<file path="config.mk">
export PLATFORM = sky130hd
export DESIGN_NAME = multitouch_slot_tracker_core
export DESIGN_NICKNAME = d
export VERILOG_FILES = /design/src/rtl/core/mst_pkg.sv /design/src/rtl/core/mst_slot_mem.sv /design/src/rtl/core/mst_ctrl.sv /design/src/rtl/core/multitouch_slot_tracker_core.sv
export SDC_FILE = /design/constraint.sdc
export NUM_CORES = 1
export LEC_CHECK = 0
export ABC_CLOCK_PERIOD_IN_PS = 15690
export BUFFER_PORTS_ARGS = -buffer_cell sky130_fd_sc_hd__buf_2
export CAP_MARGIN = 25
export CORE_MARGIN = 10
export CORE_UTILIZATION = 51
export CTS_BUF_LIST = sky130_fd_sc_hd__clkbuf_4 sky130_fd_sc_hd__clkbuf_8 sky130_fd_sc_hd__clkbuf_16
export CTS_CLUSTER_SIZE = 20
export DETAILED_ROUTE_END_ITERATION = 6
export GPL_TIMING_DRIVEN = 0
export MAX_ROUTING_LAYER = met4
export PLACE_DENSITY_LB_ADDON = 0.15
export SYNTH_ARGS = -nofsm -noshare
export SYNTH_HDL_FRONTEND = slang
export SYNTH_SLANG_ARGS = --single-unit
</file>
<file path="constraint.sdc">
create_clock -name clk -period 15.69 [get_ports clk]
set_input_delay 0.7845 -clock clk [delete_from_list [all_inputs] [get_ports clk]]
set_output_delay 0.7845 -clock clk [all_outputs]
set_load 0.05 [all_outputs]
</file>
<file path="src/rtl/core/mst_pkg.sv">
`timescale 1ns / 1ps
// ----------------------------------------------------------------------------
// mst_pkg
// Shared types and constants of the multitouch slot tracker.
// ----------------------------------------------------------------------------
package mst_pkg;

  // Widest slot index that the result format carries.
  localparam int SlotIdW = 4;
  localparam int DefSlots = 10;

  localparam logic [15:0] EvTypeSyn = 16'h0000;
  localparam logic [15:0] EvTypeAbs = 16'h0003;

  localparam logic [15:0] CodeReport = 16'h0000;
  localparam logic [15:0] CodeSlot   = 16'h002f;
  localparam logic [15:0] CodeTrack  = 16'h0039;
  localparam logic [15:0] CodeX      = 16'h0035;
  localparam logic [15:0] CodeY      = 16'h0036;

  localparam logic signed [31:0] NoContactId = -32'sd1;

  typedef struct packed {
    logic [15:0]        event_type;
    logic [15:0]        event_code;
    logic signed [31:0] event_value;
  } mst_event_t;

  typedef struct packed {
    logic [SlotIdW-1:0] slot_index;
    logic               contact_up;
    logic signed [31:0] contact_id;
    logic signed [31:0] pos_x;
    logic signed [31:0] pos_y;
    logic               last_of_report;
  } mst_result_t;

  typedef struct packed {
    logic signed [31:0] id;
    logic signed [31:0] x;
    logic signed [31:0] y;
  } mst_slot_t;

  typedef struct packed {
    logic               wr_id;
    logic               wr_x;
    logic               wr_y;
    logic [SlotIdW-1:0] wr_addr;
    logic signed [31:0] wr_value;
    logic               rd_en;
    logic [SlotIdW-1:0] rd_addr;
  } mst_mem_req_t;

  typedef enum logic [1:0] {
    ST_IDLE,
    ST_READ,
    ST_EMIT
  } mst_state_t;

endpackage

</file>
<file path="src/rtl/core/mst_slot_mem.sv">
`timescale 1ns / 1ps
// ----------------------------------------------------------------------------
// mst_slot_mem
// Slot store: id, X and Y per slot with per-field write enables and one
// registered read port. Fields never written read as their reset values.
// ----------------------------------------------------------------------------
module mst_slot_mem #(
  parameter int SLOTS = mst_pkg::DefSlots
) (
  input  logic                  clk,
  input  logic                  rst,
  input  mst_pkg::mst_mem_req_t req,
  output mst_pkg::mst_slot_t    rd_slot
);

  localparam int IdxW = (SLOTS > 1) ? $clog2(SLOTS) : 1;

  mst_pkg::mst_slot_t mem [SLOTS];
  logic [SLOTS-1:0]   id_set;
  logic [SLOTS-1:0]   x_set;
  logic [SLOTS-1:0]   y_set;
  mst_pkg::mst_slot_t rd_raw;
  logic               rd_id_ok;
  logic               rd_x_ok;
  logic               rd_y_ok;
  logic [IdxW-1:0]    wa;
  logic [IdxW-1:0]    ra;

  assign wa = req.wr_addr[IdxW-1:0];
  assign ra = req.rd_addr[IdxW-1:0];

  always_ff @(posedge clk) begin
    if (req.wr_id) begin
      mem[wa].id <= req.wr_value;
    end
    if (req.wr_x) begin
      mem[wa].x <= req.wr_value;
    end
    if (req.wr_y) begin
      mem[wa].y <= req.wr_value;
    end
    if (req.rd_en) begin
      rd_raw   <= mem[ra];
      rd_id_ok <= id_set[ra];
      rd_x_ok  <= x_set[ra];
      rd_y_ok  <= y_set[ra];
    end
  end

  // Written flags stand in for the reset contents of the store.
  always_ff @(posedge clk) begin
    if (rst) begin
      id_set <= '0;
      x_set  <= '0;
      y_set  <= '0;
    end else begin
      if (req.wr_id) id_set[wa] <= 1'b1;
      if (req.wr_x)  x_set[wa]  <= 1'b1;
      if (req.wr_y)  y_set[wa]  <= 1'b1;
    end
  end

  always_comb begin
    rd_slot.id = rd_id_ok ? rd_raw.id : mst_pkg::NoContactId;
    rd_slot.x  = rd_x_ok  ? rd_raw.x  : '0;
    rd_slot.y  = rd_y_ok  ? rd_raw.y  : '0;
  end

endmodule

</file>
<file path="src/rtl/core/mst_ctrl.sv">
`timescale 1ns / 1ps
// ----------------------------------------------------------------------------
// mst_ctrl
// Event decoder and report sequencer: changed marks, current slot and the
// scan that reads changed slots back one at a time.
// ----------------------------------------------------------------------------
module mst_ctrl #(
  parameter int SLOTS = mst_pkg::DefSlots
) (
  input  logic                  clk,
  input  logic                  rst,
  input  logic                  in_valid,
  output logic                  in_ready,
  input  mst_pkg::mst_event_t   in_data,
  input  logic                  out_free,
  output logic                  res_load,
  output mst_pkg::mst_result_t  res_data,
  output mst_pkg::mst_mem_req_t mem_req,
  input  mst_pkg::mst_slot_t    rd_slot
);

  localparam int IdxW = (SLOTS > 1) ? $clog2(SLOTS) : 1;

  mst_pkg::mst_state_t state;
  mst_pkg::mst_state_t state_next;
  logic [SLOTS-1:0]    dirty;
  logic [IdxW-1:0]     active;
  logic [IdxW-1:0]     scan_idx;
  logic                scan_last;
  logic [IdxW-1:0]     pick;
  logic                pick_single;
  logic                acc;
  logic                is_abs;
  logic                is_report;
  logic                slot_ok;
  logic                wr_field;

  assign acc       = in_valid && in_ready;
  assign is_abs    = in_data.event_type == mst_pkg::EvTypeAbs;
  assign is_report = (in_data.event_type == mst_pkg::EvTypeSyn)
                     && (in_data.event_code == mst_pkg::CodeReport);
  assign slot_ok   = !in_data.event_value[31]
                     && ($unsigned(in_data.event_value) < 32'(SLOTS));
  assign wr_field  = is_abs && ((in_data.event_code == mst_pkg::CodeTrack)
                     || (in_data.event_code == mst_pkg::CodeX)
                     || (in_data.event_code == mst_pkg::CodeY));

  // Lowest changed slot; marks only clear during a scan, so no index is skipped.
  always_comb begin
    pick = '0;
    for (int i = SLOTS - 1; i >= 0; i--) begin
      if (dirty[i]) pick = IdxW'(i);
    end
  end

  assign pick_single = (dirty & (dirty - SLOTS'(1))) == '0;

  always_comb begin
    state_next = state;
    unique case (state)
      mst_pkg::ST_IDLE: begin
        if (acc && is_report && (dirty != '0)) state_next = mst_pkg::ST_READ;
      end
      mst_pkg::ST_READ: begin
        state_next = mst_pkg::ST_EMIT;
      end
      mst_pkg::ST_EMIT: begin
        if (out_free) state_next = scan_last ? mst_pkg::ST_IDLE : mst_pkg::ST_READ;
      end
      default: state_next = mst_pkg::ST_IDLE;
    endcase
  end

  // In idle the input is always ready, so a valid event is a transfer.
  always_comb begin
    in_ready         = 1'b0;
    res_load         = 1'b0;
    mem_req          = '0;
    mem_req.wr_addr  = mst_pkg::SlotIdW'(active);
    mem_req.wr_value = in_data.event_value;
    mem_req.rd_addr  = mst_pkg::SlotIdW'(pick);
    unique case (state)
      mst_pkg::ST_IDLE: begin
        in_ready       = 1'b1;
        mem_req.wr_id  = in_valid && is_abs && (in_data.event_code == mst_pkg::CodeTrack);
        mem_req.wr_x   = in_valid && is_abs && (in_data.event_code == mst_pkg::CodeX);
        mem_req.wr_y   = in_valid && is_abs && (in_data.event_code == mst_pkg::CodeY);
      end
      mst_pkg::ST_READ: begin
        mem_req.rd_en = 1'b1;
      end
      mst_pkg::ST_EMIT: begin
        res_load = out_free;
      end
      default: ;
    endcase
  end

  always_comb begin
    res_data.slot_index     = mst_pkg::SlotIdW'(scan_idx);
    res_data.contact_up     = rd_slot.id[31];
    res_data.contact_id     = rd_slot.id;
    res_data.pos_x          = rd_slot.id[31] ? '0 : rd_slot.x;
    res_data.pos_y          = rd_slot.id[31] ? '0 : rd_slot.y;
    res_data.last_of_report = scan_last;
  end

  always_ff @(posedge clk) begin
    if (rst) begin
      state  <= mst_pkg::ST_IDLE;
      dirty  <= '0;
      active <= '0;
    end else begin
      state <= state_next;
      if (acc && wr_field) dirty[active] <= 1'b1;
      if (acc && is_abs && (in_data.event_code == mst_pkg::CodeSlot) && slot_ok) begin
        active <= in_data.event_value[IdxW-1:0];
      end
      if (res_load) dirty[scan_idx] <= 1'b0;
    end
  end

  // Hold the slot under read and whether it is the final changed one.
  always_ff @(posedge clk) begin
    if (state == mst_pkg::ST_READ) begin
      scan_idx  <= pick;
      scan_last <= pick_single;
    end
  end

endmodule

</file>
<file path="src/rtl/core/multitouch_slot_tracker_core.sv">
`timescale 1ns / 1ps
// ----------------------------------------------------------------------------
// multitouch_slot_tracker_core
// Multitouch slot decoder (protocol type B) with a slot store in memory.
// ----------------------------------------------------------------------------
// Usage:
//   Input channel (in_valid / in_ready / in_data) takes one touch event per
//   transfer: type, code and signed value. Output channel (out_valid /
//   out_ready / out_data) delivers one result per changed slot on a report.
//   Slot select, tracking id, X and Y events are taken while idle, and the
//   block stays ready for the next event. Other events are dropped.
//   A report with changed slots holds in_ready low while each slot is read
//   from memory (ST_READ) and then loaded into the output register once it
//   is free (ST_EMIT). With no changed slot a report leaves the block idle.
//   Results leave in ascending slot order; last_of_report marks the final
//   one. The output register can take the next result in the cycle its old
//   one transfers, so a stalled receiver simply stalls the scan.
//   Reset clears all changed marks, the current slot and the output valid
//   flag; slot fields read back as id -1 and position 0 until written.
// ----------------------------------------------------------------------------
module multitouch_slot_tracker_core #(
  parameter int SLOTS = mst_pkg::DefSlots
) (
  input  logic                 clk,
  input  logic                 rst,
  input  logic                 in_valid,
  output logic                 in_ready,
  input  mst_pkg::mst_event_t  in_data,
  output logic                 out_valid,
  input  logic                 out_ready,
  output mst_pkg::mst_result_t out_data
);

  mst_pkg::mst_mem_req_t mem_req;
  mst_pkg::mst_slot_t    rd_slot;
  mst_pkg::mst_result_t  res_data;
  logic                  res_load;
  logic                  out_free;

  // Output register is free when empty or draining this cycle.
  assign out_free = !out_valid || out_ready;

  mst_ctrl #(
    .SLOTS(SLOTS)
  ) u_ctrl (
    .clk     (clk),
    .rst     (rst),
    .in_valid(in_valid),
    .in_ready(in_ready),
    .in_data (in_data),
    .out_free(out_free),
    .res_load(res_load),
    .res_data(res_data),
    .mem_req (mem_req),
    .rd_slot (rd_slot)
  );

  mst_slot_mem #(
    .SLOTS(SLOTS)
  ) u_mem (
    .clk    (clk),
    .rst    (rst),
    .req    (mem_req),
    .rd_slot(rd_slot)
  );

  // Output register: advance on load, drop valid after the transfer.
  always_ff @(posedge clk) begin
    if (rst) begin
      out_valid <= 1'b0;
    end else if (res_load) begin
      out_valid <= 1'b1;
    end else if (out_ready) begin
      out_valid <= 1'b0;
    end
  end

  always_ff @(posedge clk) begin
    if (res_load) begin
      out_data <= res_data;
    end
  end

`ifndef SYNTHESIS
  // A pending non-final result means the scan is still running.
  a_scan_blocks_input: assert property (@(posedge clk) disable iff (rst)
    out_valid && !out_data.last_of_report |-> !in_ready)
    else $error("input accepted while report scan in progress");

  // After a non-final result transfers, the next one is loaded or pending.
  a_scan_continues: assert property (@(posedge clk) disable iff (rst)
    out_valid && out_ready && !out_data.last_of_report |=> out_valid || !in_ready)
    else $error("report scan ended without final result");

  // A lifted contact reports a zero position and a negative id.
  a_lift_fields: assert property (@(posedge clk) disable iff (rst)
    out_valid |-> (out_data.contact_up == out_data.contact_id[31])
      && (!out_data.contact_up || ((out_data.pos_x == 0) && (out_data.pos_y == 0))))
    else $error("contact_up result fields inconsistent");
`endif

endmodule
</file>
==> results.sh <==
export IMPL_ant_nets=0
export IMPL_synth_top_area_share_pct=72.0
export IMPL_postCtsSetupBuffers=0
export IMPL_switching_share_pct=19.5
export IMPL_cp_cell_sequence="nor4bb_1 -> nand3_1 -> nor4b_1 -> buf_2 -> nand2_1 -> nor2_4 -> buf_16"
export IMPL_ys_top_cells_by_count="edfxtp_1, mux2i_1, nor2b_1"
export IMPL_routed_wl_um=135000
export IMPL_path_clk_slew_ns=0.06
export IMPL_synth_top_cells_by_area="edfxtp_1, mux2_2, mux2i_1"
export IMPL_seq_area_frac_synth_pct=74.0
export IMPL_finalCritPeriodShare_pct=26.2
export IMPL_drive_gt1_share_pct=22.3
export IMPL_nets=3354
export IMPL_cp_required_ns=16.10
export IMPL_async_flop_share_pct=0
export IMPL_overflow=0
export IMPL_synth_nets=3020
export IMPL_seq_power_share_pct=53.6
export IMPL_crit_buf_inv=2
export IMPL_wl_per_cell_um=29.1
export IMPL_ios=172
export IMPL_tns_ns=0
export IMPL_grt_pass1_vias=29200
export IMPL_via_count=28600
export IMPL_antenna_found_initial=10
export IMPL_postSynthCellCount=2952
export IMPL_grt_pass1_wl_um=194000
export IMPL_drc=0
export IMPL_cts_hold_buf=0
export IMPL_fillers=7143
export IMPL_p_leak_nw=18.6
export IMPL_clk_insertion_delay_late_ns=0.72
export IMPL_synth_area_um2=48600
export IMPL_dieArea_um2=108000
export IMPL_cp_max_fo=19
export IMPL_hpwl_um=86200
export IMPL_slowest_delay_ns=1.03
export IMPL_syn_area_per_cell_um2=16.4
export IMPL_cp_end_kind="register"
export IMPL_initialDrtViolationCount=3022
export IMPL_grt_max_degree=34
export IMPL_pwr_share_clk_pct=45.3
export IMPL_multiInputGateArea_um2=11900
export IMPL_p_per_area_nw_per_um2=117
export IMPL_cp_data_arrival_time_ns=4.53
export IMPL_viasPerCell=6.14
export IMPL_firstDrtPassIters=5
export IMPL_peakVddDrop_uv=96.4
export IMPL_clock_path_buffers=3
export IMPL_slew_violations=0
export IMPL_start_util_pct=51.3
export IMPL_slew_headroom_pct=25.6
export IMPL_tightest_slew_ns=1.11
export IMPL_gp_congestion=0.839
export IMPL_htreeDepth=3
export IMPL_yosys_area_top_type="edfxtp_1"
export IMPL_p_int_mw=5.31
export IMPL_ys_dominant_reg_cell="edfxtp_1"
export IMPL_status="complete, no violations"
export IMPL_holdCritPathClass="register to register"
export IMPL_cts_repair_resized=0
export IMPL_core_um2=94700
export IMPL_power_switching_mw=1.28
export IMPL_drv_cap=0
export IMPL_critPathLaunchType="register"
export IMPL_yosysWarnings=0
export IMPL_ys_ff_latch=1212
export IMPL_cts_tree="built"
export IMPL_clockRootBuffer="clkbuf_16"
export IMPL_rsz0062_at_grt="false"
export IMPL_cts_inserted_buffers=121
export IMPL_area_growth_pct=15.9
export IMPL_critical_path_slowest_cell="nor2_4"
export IMPL_fin_worst_hold_slack_ns=0.468
export IMPL_pwr_share_comb_pct=1.1
export IMPL_die_h_um=329
export IMPL_max_freq_mhz=243
export IMPL_cts_sinks=1212
export IMPL_seqCellArea_um2=35900
export IMPL_finalSetupViolCount=0
export IMPL_synth_cell_type_count=55
export IMPL_io_buffer_count=169
export IMPL_skew_ns=0.0274
export IMPL_fin_crit_ns=4.12
export IMPL_cp_top_family="simple AND/OR/NAND/NOR gates"
export IMPL_synth_most_common_cell="edfxtp_1"
export IMPL_worstSetupPathType="register to register"
export IMPL_chipWidth_um=329
export IMPL_grt_usage_pct=25.3
export IMPL_rows=113
export IMPL_report_final_hold_viol_count=0
export IMPL_synth_edff_count=1165
final cells by class:
class / instances / area share (%)
Inverter: 7 / 0.0467
Timing Repair Buffer: 211 / 3.12
Clock buffer: 141 / 5.68
Sequential cell: 1212 / 63.8
Multi-Input combinational cell: 1545 / 21.2
Tap cell: 1265 / 2.81
Antenna cell: 6 / 0.0267
Buffer: 188 / 1.62
Clock inverter: 83 / 1.65
worst reg2reg max path, cell delays in order, from the launching register on:
cell	delay [ns]
dfxtp_1	0.40
nor4bb_1	0.48
nand3_1	0.22
nor4b_1	0.56
buf_2	0.27
nand2_1	0.59
nor2_4	1.05
buf_16	0.25
routing by layer:
layer	track usage (%)	share of wire, %	vias to the layer above	routed length [um]
li1	-	-	12500	-
met1	32.0	40	14600	54500
met2	40.7	49	1226	66000
met3	4.52	7.7	231	10400
met4	9.40	3.4	0	4640
met5	-	0	-	0
metrics by stage:
stage | util [%] | cell area (um^2) | setup WS, ns | std cells | total power [mW]
after floorplan | - | 48600 | 9.75 | 2952 | 3.61
after global placement | 53.8 | 51000 | 5.89 | 4386 | 3.67
after detailed placement | 55.0 | 52100 | 11.19 | 4427 | 3.67
after CTS | 59.4 | 56300 | 11.61 | 4651 | 6.62
after global routing | 59.4 | 56300 | 11.40 | 4652 | 6.76
final | 59.4 | 56300 | 11.57 | 4658 | 6.59
worst paths after layout:
check	cells after the start	end	slack (ns)	startpoint
min	2	u_mem.x_set[3]	0.47	u_mem.x_set[3]
max reg2reg	7	u_mem.mem[8][81]	11.57	u_ctrl.state[1]
max	7	u_mem.mem[8][81]	11.57	u_ctrl.state[1]
min reg2reg	2	u_mem.x_set[3]	0.47	u_mem.x_set[3]
flip-flops by register name (all words and copies together), names as in the netlist:
signal and count:
u_ctrl.state 2, u_ctrl.scan_last 1, u_mem.id_set 10, u_ctrl.dirty 10
u_mem.rd_raw 96, u_mem.rd_id_ok 1, u_ctrl.active 4, u_mem.mem 960
u_mem.x_set 10, u_ctrl.scan_idx 4, u_mem.rd_y_ok 1, out_data 101
u_mem.y_set 10, u_mem.rd_x_ok 1, out_valid 1
power by group through the flow:
stage                     logic, mW  registers [mW]  clock network, mW
final                        0.0698            3.53               2.99
after global routing         0.0728            3.53               3.15
after CTS                    0.0690            3.53               3.02
after detailed placement     0.0690            3.60                  0
after global placement       0.0653            3.60                  0
after floorplan             0.00360            3.60                  0
cells in the final DEF (no fill, tap or decap), types with 65 or more instances in the layout:
cell type	count
a221oi_1	96
buf_2	242
a21oi_1	137
a211oi_1	95
nor2b_1	198
mux2_2	195
clkbuf_1	87
and2_1	65
o22ai_1	95
edfxtp_1	1165
a221o_1	96
mux2i_1	199
clkbuf_16	122
kinds of logic after synthesis:
kind of cell / Yosys count / synth area share (%)
buffers and inverters: 195 / 1.93
flip-flops: 1212 / 74.0
XOR/XNOR: 1 / 0.0180
AO/OA/AOI/OAI: 668 / 9.75
multiplexers: 394 / 8.62
AND/OR/NAND/NOR: 482 / 5.69
Note: power is estimated with default switching activity, not from simulation.
